File: config.mk
export PLATFORM = sky130hd
export DESIGN_NAME = tga_rle_pixel_decoder_flat
export DESIGN_NICKNAME = d
export VERILOG_FILES = /design/src/hdl/tgad_pkg.sv /design/src/hdl/tgad_if.sv /design/src/hdl/tgad_core.sv /design/src/hdl/tga_rle_pixel_decoder.sv /design/src/flat_wrapper.sv
export SDC_FILE = /design/constraint.sdc
export NUM_CORES = 1
export LEC_CHECK = 0
export BUFFER_PORTS_ARGS = -buffer_cell sky130_fd_sc_hd__buf_2
export CAP_MARGIN = 30
export CORE_MARGIN = 1
export CORE_UTILIZATION = 40
export DETAILED_ROUTE_END_ITERATION = 8
export PLACE_DENSITY = 0.67
export RECOVER_POWER = 25
export SLEW_MARGIN = 15
export SYNTH_ARGS = -nofsm -noshare
export SYNTH_HDL_FRONTEND = slang
export SYNTH_SLANG_ARGS = --single-unit
export TNS_END_PERCENT = 30
File: constraint.sdc
create_clock -name clk -period 21.7 [get_ports clk]
set_input_delay 4.34 -clock clk [delete_from_list [all_inputs] [get_ports clk]]
set_output_delay 4.34 -clock clk [all_outputs]
set_load 0.01 [all_outputs]
File: src/hdl/tgad_pkg.sv
// Package for the TGA pixel decoder: result codes, header constants and the
// record type passed from the decode core to the output register.
// Depends on nothing; the core, the top level and the testbench import it.
package tgad_pkg;

	// Record kinds
	localparam logic [1:0] KIND_HEADER = 2'd0;
	localparam logic [1:0] KIND_PIXEL  = 2'd1;
	localparam logic [1:0] KIND_ERROR  = 2'd2;

	// Error codes
	localparam logic [1:0] ERR_NONE     = 2'd0;
	localparam logic [1:0] ERR_HEADER   = 2'd1;
	localparam logic [1:0] ERR_SIZE     = 2'd2;
	localparam logic [1:0] ERR_OVERFLOW = 2'd3;

	// Header contents
	localparam logic [7:0] TYPE_RAW   = 8'd2;
	localparam logic [7:0] TYPE_RLE   = 8'd10;
	localparam logic [7:0] DEPTH_24   = 8'd24;
	localparam logic [7:0] DEPTH_32   = 8'd32;
	localparam logic [2:0] BPP_24     = 3'd3;
	localparam logic [2:0] BPP_32     = 3'd4;
	localparam logic [7:0] RUN_BIAS   = 8'd127;

	typedef struct packed {
		logic [1:0]  kind;
		logic [7:0]  red;
		logic [7:0]  green;
		logic [7:0]  blue;
		logic [7:0]  alpha;
		logic [7:0]  repeat_count;
		logic [31:0] pixel_index;
		logic [15:0] image_width;
		logic [15:0] image_height;
		logic [2:0]  bytes_per_pixel;
		logic        last_pixel;
		logic [1:0]  error_code;
	} rec_t;

endpackage

File: src/hdl/tgad_if.sv
// Handshake channels of the TGA pixel decoder: the file byte stream in and
// the decoded record stream out. No dependencies.
interface tgad_in_if;
	logic       valid;
	logic       ready;
	logic [7:0] data_byte;
	logic       start_of_file;

	modport source (output valid, data_byte, start_of_file, input ready);
	modport sink (input valid, data_byte, start_of_file, output ready);
endinterface

interface tgad_out_if;
	logic        valid;
	logic        ready;
	logic [1:0]  kind;
	logic [7:0]  red;
	logic [7:0]  green;
	logic [7:0]  blue;
	logic [7:0]  alpha;
	logic [7:0]  repeat_count;
	logic [31:0] pixel_index;
	logic [15:0] image_width;
	logic [15:0] image_height;
	logic [2:0]  bytes_per_pixel;
	logic        last_pixel;
	logic [1:0]  error_code;

	modport source (output valid, kind, red, green, blue, alpha, repeat_count,
		pixel_index, image_width, image_height, bytes_per_pixel, last_pixel,
		error_code, input ready);
	modport sink (input valid, kind, red, green, blue, alpha, repeat_count,
		pixel_index, image_width, image_height, bytes_per_pixel, last_pixel,
		error_code, output ready);
endinterface

File: src/hdl/tgad_core.sv
// Decode core of the TGA pixel decoder: the parser state and the logic that
// turns one registered file byte into the next state and an optional record.
// Depends on tgad_pkg.
module tgad_core import tgad_pkg::*; (
	input  logic       clk,
	input  logic       arst_n,
	input  logic       advance,
	input  logic [7:0] data_byte,
	input  logic       start_of_file,
	output logic       has_rec,
	output rec_t       rec
);

	localparam logic [2:0] PH_IDLE   = 3'd0;
	localparam logic [2:0] PH_HEADER = 3'd1;
	localparam logic [2:0] PH_PACKET = 3'd2;
	localparam logic [2:0] PH_COLOUR = 3'd3;
	localparam logic [2:0] PH_DONE   = 3'd4;
	localparam logic [2:0] PH_ERROR  = 3'd5;

	localparam logic [4:0] POS_TYPE   = 5'd2;
	localparam logic [4:0] POS_FIXED  = 5'd12;
	localparam logic [4:0] POS_W_LO   = 5'd12;
	localparam logic [4:0] POS_W_HI   = 5'd13;
	localparam logic [4:0] POS_H_LO   = 5'd14;
	localparam logic [4:0] POS_H_HI   = 5'd15;
	localparam logic [4:0] POS_DEPTH  = 5'd16;

	logic [2:0]  phase_q,  phase_d,  e_phase;
	logic [4:0]  pos_q,    pos_d,    e_pos;
	logic        rle_q,    rle_d,    e_rle;
	logic [15:0] width_q,  width_d,  e_width;
	logic [15:0] height_q, height_d, e_height;
	logic [2:0]  dep_q,    dep_d,    e_dep;
	logic [31:0] total_q,  total_d,  e_total;
	logic [31:0] done_q,   done_d,   e_done;
	logic        run_q,    run_d,    e_run;
	logic [7:0]  rem_q,    rem_d,    e_rem;
	logic [1:0]  cpos_q,   cpos_d,   e_cpos;
	logic [31:0] cbytes_q, cbytes_d, e_cbytes;

	logic [31:0] product;
	logic [7:0]  count;
	logic [32:0] packet_end;
	logic [31:0] cbytes_new;
	logic [7:0]  covers;
	logic [31:0] done_new;
	logic        last;

	// A start of file clears every state entry before the byte is used.
	always_comb begin
		e_phase  = start_of_file ? PH_HEADER : phase_q;
		e_pos    = start_of_file ? 5'd0  : pos_q;
		e_rle    = start_of_file ? 1'b0  : rle_q;
		e_width  = start_of_file ? 16'd0 : width_q;
		e_height = start_of_file ? 16'd0 : height_q;
		e_dep    = start_of_file ? 3'd0  : dep_q;
		e_total  = start_of_file ? 32'd0 : total_q;
		e_done   = start_of_file ? 32'd0 : done_q;
		e_run    = start_of_file ? 1'b0  : run_q;
		e_rem    = start_of_file ? 8'd0  : rem_q;
		e_cpos   = start_of_file ? 2'd0  : cpos_q;
		e_cbytes = start_of_file ? 32'd0 : cbytes_q;
	end

	assign product    = {16'd0, e_width} * {16'd0, e_height};
	assign count      = data_byte[7] ? (data_byte - RUN_BIAS) : (data_byte + 8'd1);
	assign packet_end = {1'b0, e_done} + {25'd0, count};

	always_comb begin
		cbytes_new = e_cbytes;
		case (e_cpos)
			2'd0: cbytes_new[7:0]   = e_cbytes[7:0]   | data_byte;
			2'd1: cbytes_new[15:8]  = e_cbytes[15:8]  | data_byte;
			2'd2: cbytes_new[23:16] = e_cbytes[23:16] | data_byte;
			default: cbytes_new[31:24] = e_cbytes[31:24] | data_byte;
		endcase
	end

	assign covers   = e_run ? e_rem : 8'd1;
	assign done_new = e_done + {24'd0, covers};
	assign last     = (done_new >= e_total);

	always_comb begin
		phase_d  = e_phase;
		pos_d    = e_pos;
		rle_d    = e_rle;
		width_d  = e_width;
		height_d = e_height;
		dep_d    = e_dep;
		total_d  = e_total;
		done_d   = e_done;
		run_d    = e_run;
		rem_d    = e_rem;
		cpos_d   = e_cpos;
		cbytes_d = e_cbytes;

		has_rec              = 1'b0;
		rec                  = '0;
		rec.image_width      = e_width;
		rec.image_height     = e_height;

		unique case (e_phase)
			PH_HEADER: begin
				pos_d = e_pos + 5'd1;
				if (e_pos < POS_FIXED) begin
					if (e_pos == POS_TYPE) begin
						if (data_byte == TYPE_RAW) begin
							rle_d = 1'b0;
						end else if (data_byte == TYPE_RLE) begin
							rle_d = 1'b1;
						end else begin
							has_rec        = 1'b1;
							rec.kind       = KIND_ERROR;
							rec.error_code = ERR_HEADER;
							phase_d        = PH_ERROR;
						end
					end else if (data_byte != 8'd0) begin
						has_rec        = 1'b1;
						rec.kind       = KIND_ERROR;
						rec.error_code = ERR_HEADER;
						phase_d        = PH_ERROR;
					end
				end else begin
					unique case (e_pos)
						POS_W_LO: width_d  = {8'd0, data_byte};
						POS_W_HI: width_d  = {data_byte, e_width[7:0]};
						POS_H_LO: height_d = {8'd0, data_byte};
						POS_H_HI: height_d = {data_byte, e_height[7:0]};
						POS_DEPTH: begin
							if (data_byte == DEPTH_24) begin
								dep_d = BPP_24;
							end else if (data_byte == DEPTH_32) begin
								dep_d = BPP_32;
							end else begin
								dep_d = 3'd0;
							end
						end
						default: begin
							// Descriptor byte: the header is complete.
							has_rec = 1'b1;
							if (e_width == 16'd0 || e_height == 16'd0 || e_dep == 3'd0) begin
								rec.kind       = KIND_ERROR;
								rec.error_code = ERR_SIZE;
								phase_d        = PH_ERROR;
							end else begin
								rec.kind            = KIND_HEADER;
								rec.bytes_per_pixel = e_dep;
								total_d  = product;
								done_d   = 32'd0;
								cpos_d   = 2'd0;
								cbytes_d = 32'd0;
								if (e_rle) begin
									phase_d = PH_PACKET;
								end else begin
									phase_d = PH_COLOUR;
									run_d   = 1'b0;
									rem_d   = 8'd1;
								end
							end
						end
					endcase
				end
			end
			PH_PACKET: begin
				if (packet_end > {1'b0, e_total}) begin
					has_rec             = 1'b1;
					rec.kind            = KIND_ERROR;
					rec.error_code      = ERR_OVERFLOW;
					rec.bytes_per_pixel = e_dep;
					rec.pixel_index     = e_done;
					phase_d             = PH_ERROR;
				end else begin
					run_d    = data_byte[7];
					rem_d    = count;
					cpos_d   = 2'd0;
					cbytes_d = 32'd0;
					phase_d  = PH_COLOUR;
				end
			end
			PH_COLOUR: begin
				if ({1'b0, e_cpos} + 3'd1 < e_dep) begin
					cbytes_d = cbytes_new;
					cpos_d   = e_cpos + 2'd1;
				end else begin
					has_rec             = 1'b1;
					rec.kind            = KIND_PIXEL;
					rec.bytes_per_pixel = e_dep;
					rec.red             = cbytes_new[23:16];
					rec.green           = cbytes_new[15:8];
					rec.blue            = cbytes_new[7:0];
					rec.alpha           = (e_dep == BPP_32) ? cbytes_new[31:24] : 8'd0;
					rec.repeat_count    = covers;
					rec.pixel_index     = e_done;
					rec.last_pixel      = last;
					done_d   = done_new;
					cpos_d   = 2'd0;
					cbytes_d = 32'd0;
					if (last) begin
						phase_d = PH_DONE;
					end else if (!e_rle) begin
						phase_d = PH_COLOUR;
					end else if (e_run) begin
						phase_d = PH_PACKET;
					end else begin
						rem_d = e_rem - 8'd1;
						if (e_rem == 8'd1) begin
							phase_d = PH_PACKET;
						end
					end
				end
			end
			default: begin
				// Idle, done or error: bytes are ignored until the next start.
			end
		endcase
	end

	always_ff @(posedge clk or negedge arst_n) begin
		if (!arst_n) begin
			phase_q  <= PH_IDLE;
			pos_q    <= '0;
			rle_q    <= 1'b0;
			width_q  <= '0;
			height_q <= '0;
			dep_q    <= '0;
			total_q  <= '0;
			done_q   <= '0;
			run_q    <= 1'b0;
			rem_q    <= '0;
			cpos_q   <= '0;
			cbytes_q <= '0;
		end else if (advance) begin
			phase_q  <= phase_d;
			pos_q    <= pos_d;
			rle_q    <= rle_d;
			width_q  <= width_d;
			height_q <= height_d;
			dep_q    <= dep_d;
			total_q  <= total_d;
			done_q   <= done_d;
			run_q    <= run_d;
			rem_q    <= rem_d;
			cpos_q   <= cpos_d;
			cbytes_q <= cbytes_d;
		end
	end

endmodule

File: src/hdl/tga_rle_pixel_decoder.sv
// Top level of the TGA pixel decoder: input register, decode core and
// output register. Depends on tgad_pkg, tgad_if and tgad_core.
//
// The decoder takes a TGA image file one byte per item on the stream
// channel; an item with start_of_file set restarts it and is read as header
// byte 0. The twelve fixed header bytes must hold type 2 (uncompressed) or
// 10 (run-length encoded) in byte 2 and zero elsewhere, followed by width,
// height, a depth of 24 or 32 bits and an ignored descriptor. Once the
// header is accepted a header record is issued, then one pixel record per
// raw pixel and a single record per run, with colours given as red, green,
// blue and alpha (alpha zero for 24-bit images). Header mismatches, bad
// sizes and packets that run past width times height give an error record,
// after which bytes are ignored until the next start; bytes after the last
// pixel are likewise ignored. Each item passes through two registers: it is
// captured in an input register, decoded by combinational logic against the
// parser state, and any record it produces lands in the output register,
// where it is presented until the consumer takes it. The block takes a new
// item in every cycle; it stalls only when the output register holds a
// record that the consumer has not yet taken. While a record waits there,
// the byte in the input register is held undecoded, and a new item can
// only enter while the input register is empty or its byte is being
// decoded.
module tga_rle_pixel_decoder import tgad_pkg::*; (
	input  logic        clk,
	input  logic        arst_n,
	tgad_in_if.sink     stream,
	tgad_out_if.source  records
);

	logic       valid_s1;
	logic [7:0] data_s1;
	logic       sof_s1;
	logic       out_free;
	logic       advance;
	logic       has_rec;
	rec_t       rec;
	logic       out_valid_q;
	rec_t       out_q;

	// The output register can take a new result when it is empty or its
	// record is being taken in this cycle.
	assign out_free     = !out_valid_q || records.ready;
	assign advance      = valid_s1 && out_free;
	assign stream.ready = !valid_s1 || advance;

	always_ff @(posedge clk or negedge arst_n) begin
		if (!arst_n) begin
			valid_s1 <= 1'b0;
		end else if (stream.ready) begin
			valid_s1 <= stream.valid;
		end
	end

	always_ff @(posedge clk) begin
		if (stream.ready && stream.valid) begin
			data_s1 <= stream.data_byte;
			sof_s1  <= stream.start_of_file;
		end
	end

	tgad_core u_core (
		.clk           (clk),
		.arst_n        (arst_n),
		.advance       (advance),
		.data_byte     (data_s1),
		.start_of_file (sof_s1),
		.has_rec       (has_rec),
		.rec           (rec)
	);

	always_ff @(posedge clk or negedge arst_n) begin
		if (!arst_n) begin
			out_valid_q <= 1'b0;
		end else if (out_free) begin
			out_valid_q <= advance && has_rec;
		end
	end

	always_ff @(posedge clk) begin
		if (advance && has_rec) begin
			out_q <= rec;
		end
	end

	assign records.valid           = out_valid_q;
	assign records.kind            = out_q.kind;
	assign records.red             = out_q.red;
	assign records.green           = out_q.green;
	assign records.blue            = out_q.blue;
	assign records.alpha           = out_q.alpha;
	assign records.repeat_count    = out_q.repeat_count;
	assign records.pixel_index     = out_q.pixel_index;
	assign records.image_width     = out_q.image_width;
	assign records.image_height    = out_q.image_height;
	assign records.bytes_per_pixel = out_q.bytes_per_pixel;
	assign records.last_pixel      = out_q.last_pixel;
	assign records.error_code      = out_q.error_code;

endmodule

File: src/flat_wrapper.sv
// flat-port wrapper written by rule: the top's interface ports become plain ports
module tga_rle_pixel_decoder_flat import tgad_pkg::*;
  (clk, arst_n, stream_valid, stream_data_byte, stream_start_of_file, stream_ready, records_valid, records_kind, records_red, records_green, records_blue, records_alpha, records_repeat_count, records_pixel_index, records_image_width, records_image_height, records_bytes_per_pixel, records_last_pixel, records_error_code, records_ready);
  tgad_in_if stream_i ();
  tgad_out_if records_i ();
  input  logic clk;
  input  logic arst_n;
  input wire logic [$bits(stream_i.valid)-1:0] stream_valid;
  input wire logic [$bits(stream_i.data_byte)-1:0] stream_data_byte;
  input wire logic [$bits(stream_i.start_of_file)-1:0] stream_start_of_file;
  output wire logic [$bits(stream_i.ready)-1:0] stream_ready;
  output wire logic [$bits(records_i.valid)-1:0] records_valid;
  output wire logic [$bits(records_i.kind)-1:0] records_kind;
  output wire logic [$bits(records_i.red)-1:0] records_red;
  output wire logic [$bits(records_i.green)-1:0] records_green;
  output wire logic [$bits(records_i.blue)-1:0] records_blue;
  output wire logic [$bits(records_i.alpha)-1:0] records_alpha;
  output wire logic [$bits(records_i.repeat_count)-1:0] records_repeat_count;
  output wire logic [$bits(records_i.pixel_index)-1:0] records_pixel_index;
  output wire logic [$bits(records_i.image_width)-1:0] records_image_width;
  output wire logic [$bits(records_i.image_height)-1:0] records_image_height;
  output wire logic [$bits(records_i.bytes_per_pixel)-1:0] records_bytes_per_pixel;
  output wire logic [$bits(records_i.last_pixel)-1:0] records_last_pixel;
  output wire logic [$bits(records_i.error_code)-1:0] records_error_code;
  input wire logic [$bits(records_i.ready)-1:0] records_ready;
  assign stream_i.valid = stream_valid;
  assign stream_i.data_byte = stream_data_byte;
  assign stream_i.start_of_file = stream_start_of_file;
  assign stream_ready = stream_i.ready;
  assign records_valid = records_i.valid;
  assign records_kind = records_i.kind;
  assign records_red = records_i.red;
  assign records_green = records_i.green;
  assign records_blue = records_i.blue;
  assign records_alpha = records_i.alpha;
  assign records_repeat_count = records_i.repeat_count;
  assign records_pixel_index = records_i.pixel_index;
  assign records_image_width = records_i.image_width;
  assign records_image_height = records_i.image_height;
  assign records_bytes_per_pixel = records_i.bytes_per_pixel;
  assign records_last_pixel = records_i.last_pixel;
  assign records_error_code = records_i.error_code;
  assign records_i.ready = records_ready;
  tga_rle_pixel_decoder u_core (.clk(clk), .arst_n(arst_n), .stream(stream_i), .records(records_i));
endmodule
==> results.yml <==
run_status:
  outcome: "finished, violations left"
  violations: "max-capacitance violations, max-slew violations"
pwr:
  p_leak_uw: 0.0121
  peakVddDrop_v: 0.0000484
  p_per_area_nw_per_um2: 57.9
yosys:
  synth-main-ff-cell: "dfrtp_1"
  synth-async-reset-ratio: 0.558
  synth_nets: 2898
  yosysTopAreaCellShare: 0.166
  synth_edf_count: 121
  synthCells: 2487
  synth_seq_area_share: 0.315
  yosysWarnings: 0
  syn_area_sq_um: 23700
  synth_area_leader_cell: "fa_1"
  synthDistinctLibCells: 78
  syn_area_per_cell_sq_um: 9.53
  synth_area_leaders: "fa_1, dfrtp_1, edfxtp_1"
  synth-seq-cells: 274
critical_path:
  critPathTopFamily: "buffers and inverters"
  crit_start: "u_core.sof_s1$_DFFE_PP_"
  crit_buf_inv: 8
  critPathMostFrequentCell: "clkbuf_1"
  ff2ff_path_depth: 29
  cp-start-kind: "flip-flop"
  end_kind: "flip-flop"
  critPathMaxFanout: 55
  slowest_stage: "clkbuf_1"
  reg2reg_slack_ns: 9.99
  cpPeakStageDelay_ns: 1.86
  r2r_start: "u_core.sof_s1$_DFFE_PP_"
  cp.required_ns: 22.13
  worstSetupPathDepth: 29
  crit_type: "reg -> reg"
  critPathArrivalTime_ns: 12.14
routing:
  first_pass_iters: 7
  dr_total_vias: 18400
  drt_iter0_drc: 1487
  ant_nets: 0
  post_drt_wl_per_cell_um: 19.4
  drt_wl_total_um: 64800
  drc: 0
  vias_per_cell: 5.51
timing:
  min_period_ns: 11.71
  setup_tns_ns: 0
  fmax_mhz: 85.4
  maxSlewViolCount: 357
  rsz0062_at_grt: "false"
  slew_headroom: -2.45
  worst_clock_skew_ns: 0.0326
  finalCritPeriodShare: 0.540
  hold_viol: 0
  finalSetupViolCount: 0
  tightest_slew_ns: 5.17
finish:
  multi_input_area_sq_um: 14700
  final_common_cell: "nand2_1"
  layout.nets: 2959
  antenna_cells: 0
  final-seq-area_sq_um: 7460
  finalCoreUtilization: 0.449
  syn2layout_area_growth_pct: 10.1
  drive_gt1_frac: 0.0831
  final_cell_mix: "nand2_1, inv_1, ha_1"
  fillers: 5515
clocking:
  hold_buffers: 0
  post_cts_buffers: 0
  cts_resized: 0
  clkSinkCount: 274
  clk_path_buf_depth: 3
  cts_made_buffers: 34
  cts_tree: "built"
  clk_pin_slew_worst_paths_ns: 0.06
  clockRootBuffer: "clkbuf_16"
  cts_htree_levels: 2
  worstSkewPairLatency_ns: 0.57
flow_run:
  drv_cap: 9
global_routing:
  grt_pass1_wl_um: 103000
  antenna_found_initial: 0
  grtUsageTotal: 0.217
  grt_overflow: 0
  grt_max_degree: 91
  grt_pass1_vias: 18500
floorplanning:
  fp.coreArea_sq_um: 58100
  initial_core_util: 0.408
  rows: 88
  io_pins: 127
  die_y_um: 245
  die-area_sq_um: 60200
  die_x_um: 245
min_path:
  min_from: "u_core.u_core.total_q[28]$_DFFE_PN0P_"
  worstHoldPathType: "reg -> reg"
  min_path_cells: 2
placed_design:
  portBuffers: 126
  gp_congestion: 0.918
  hpwl_um: 47000
==> layer usage <==
layer | up-vias | GRT usage | routed length, um
met2 | 665 | 0.341 | 29700
met4 | 0 | 0.0749 | 1910
met5 | - | 0 | 0
met1 | 9062 | 0.300 | 29100
li1 | 8550 | - | -
met3 | 121 | 0.0372 | 4100
==> state kept, by name, indices dropped and copies added, names as in the netlist, 16 cells and up <==
name                         count
u_core.records.pixel_index      32
u_core.u_core.cbytes_q          32
u_core.u_core.done_q            32
u_core.u_core.total_q           32
u_core.records.image_height     16
u_core.records.image_width      16
u_core.u_core.height_q          16
u_core.u_core.width_q           16
==> synth_stat cells (9+ instances only) <==
cell type,number
ha_1,202
inv_1,275
a21o_1,29
buf_1,18
nor2b_1,62
o31ai_1,12
and3_1,22
xor2_1,26
edfxtp_1,121
a211oi_1,9
and2_1,159
nor4_1,18
nor2_1,125
nand3_1,34
nand2b_1,17
o21ai_1,10
nor3_1,33
o21ai_0,87
a22oi_1,29
o211ai_1,12
xnor2_1,58
fa_1,196
nand4_1,20
a22o_1,82
dfrtp_1,153
nand2_1,305
a31oi_1,14
or3_1,16
a21oi_1,104
clkbuf_1,114
==> per-stage QoR <==
stage | power, uW | setup WS (ns) | hold slack [ns] | instance area (sq um) | std cells
3_5_place_dp | 931 | 12.59 | 0.471 | 25000 | 3275
3_3_place_gp | 925 | 12.58 | 0.464 | 25000 | 3273
4_1_cts | 1520 | 12.59 | 0.485 | 26200 | 3337
6_report | 1510 | 9.99 | 0.474 | 26100 | 3339
5_1_grt | 1570 | 9.16 | 0.513 | 26100 | 3339
2_1_floorplan | 820 | 12.81 | 0.449 | 23700 | 2487
==> cells by family after synthesis <==
logic type | share of synthesized area
buffers and inverters | 0.0661
adders and majority gates | 0.272
AOI/OAI and AO/OA | 0.137
and+or+nand+nor | 0.176
xor gates and xnor gates | 0.0311
DFF | 0.315
muxes | 0.00259
==> path summary, 6_finish.rpt <==
kind,end
max reg2reg,u_core.u_core.rem_q[7]$_DFFE_PN0P_
max,u_core.u_core.rem_q[7]$_DFFE_PN0P_
min,u_core.u_core.total_q[28]$_DFFE_PN0P_
min reg2reg,u_core.u_core.total_q[28]$_DFFE_PN0P_
min in group asynchronous,u_core.valid_s1$_DFFE_PN0N_
max in group asynchronous,u_core.u_core.total_q[31]$_DFFE_PN0P_
==> worst reg2reg max path, delay by kind of cell (launching register included) <==
kind,cells,cell delay (ns)
fa+ha+maj,4,1.35
flops,1,0.39
simple gates,7,1.79
buf+inv,8,5.65
xor+xnor,1,0.17
compound gates,9,2.23
==> report_power, final <==
part / switching [uW] / internal [uW] / leakage [uW]
combinational: 194 / 85.5 / 0.00825
sequential: 40.9 / 603 / 0.00327
clock: 238 / 349 / 0.000548
==> area by class of cell <==
| type | count | area share |
|---|---|---|
| Tap cell | 765 | 0.0367 |
| Clock buffer | 48 | 0.0370 |
| Timing Repair Buffer | 161 | 0.0320 |
| Multi-Input combinational cell | 1802 | 0.562 |
| Inverter | 275 | 0.0397 |
| Sequential cell | 274 | 0.286 |
| Clock inverter | 14 | 0.00652 |
(Power assumes the default switching activity.)
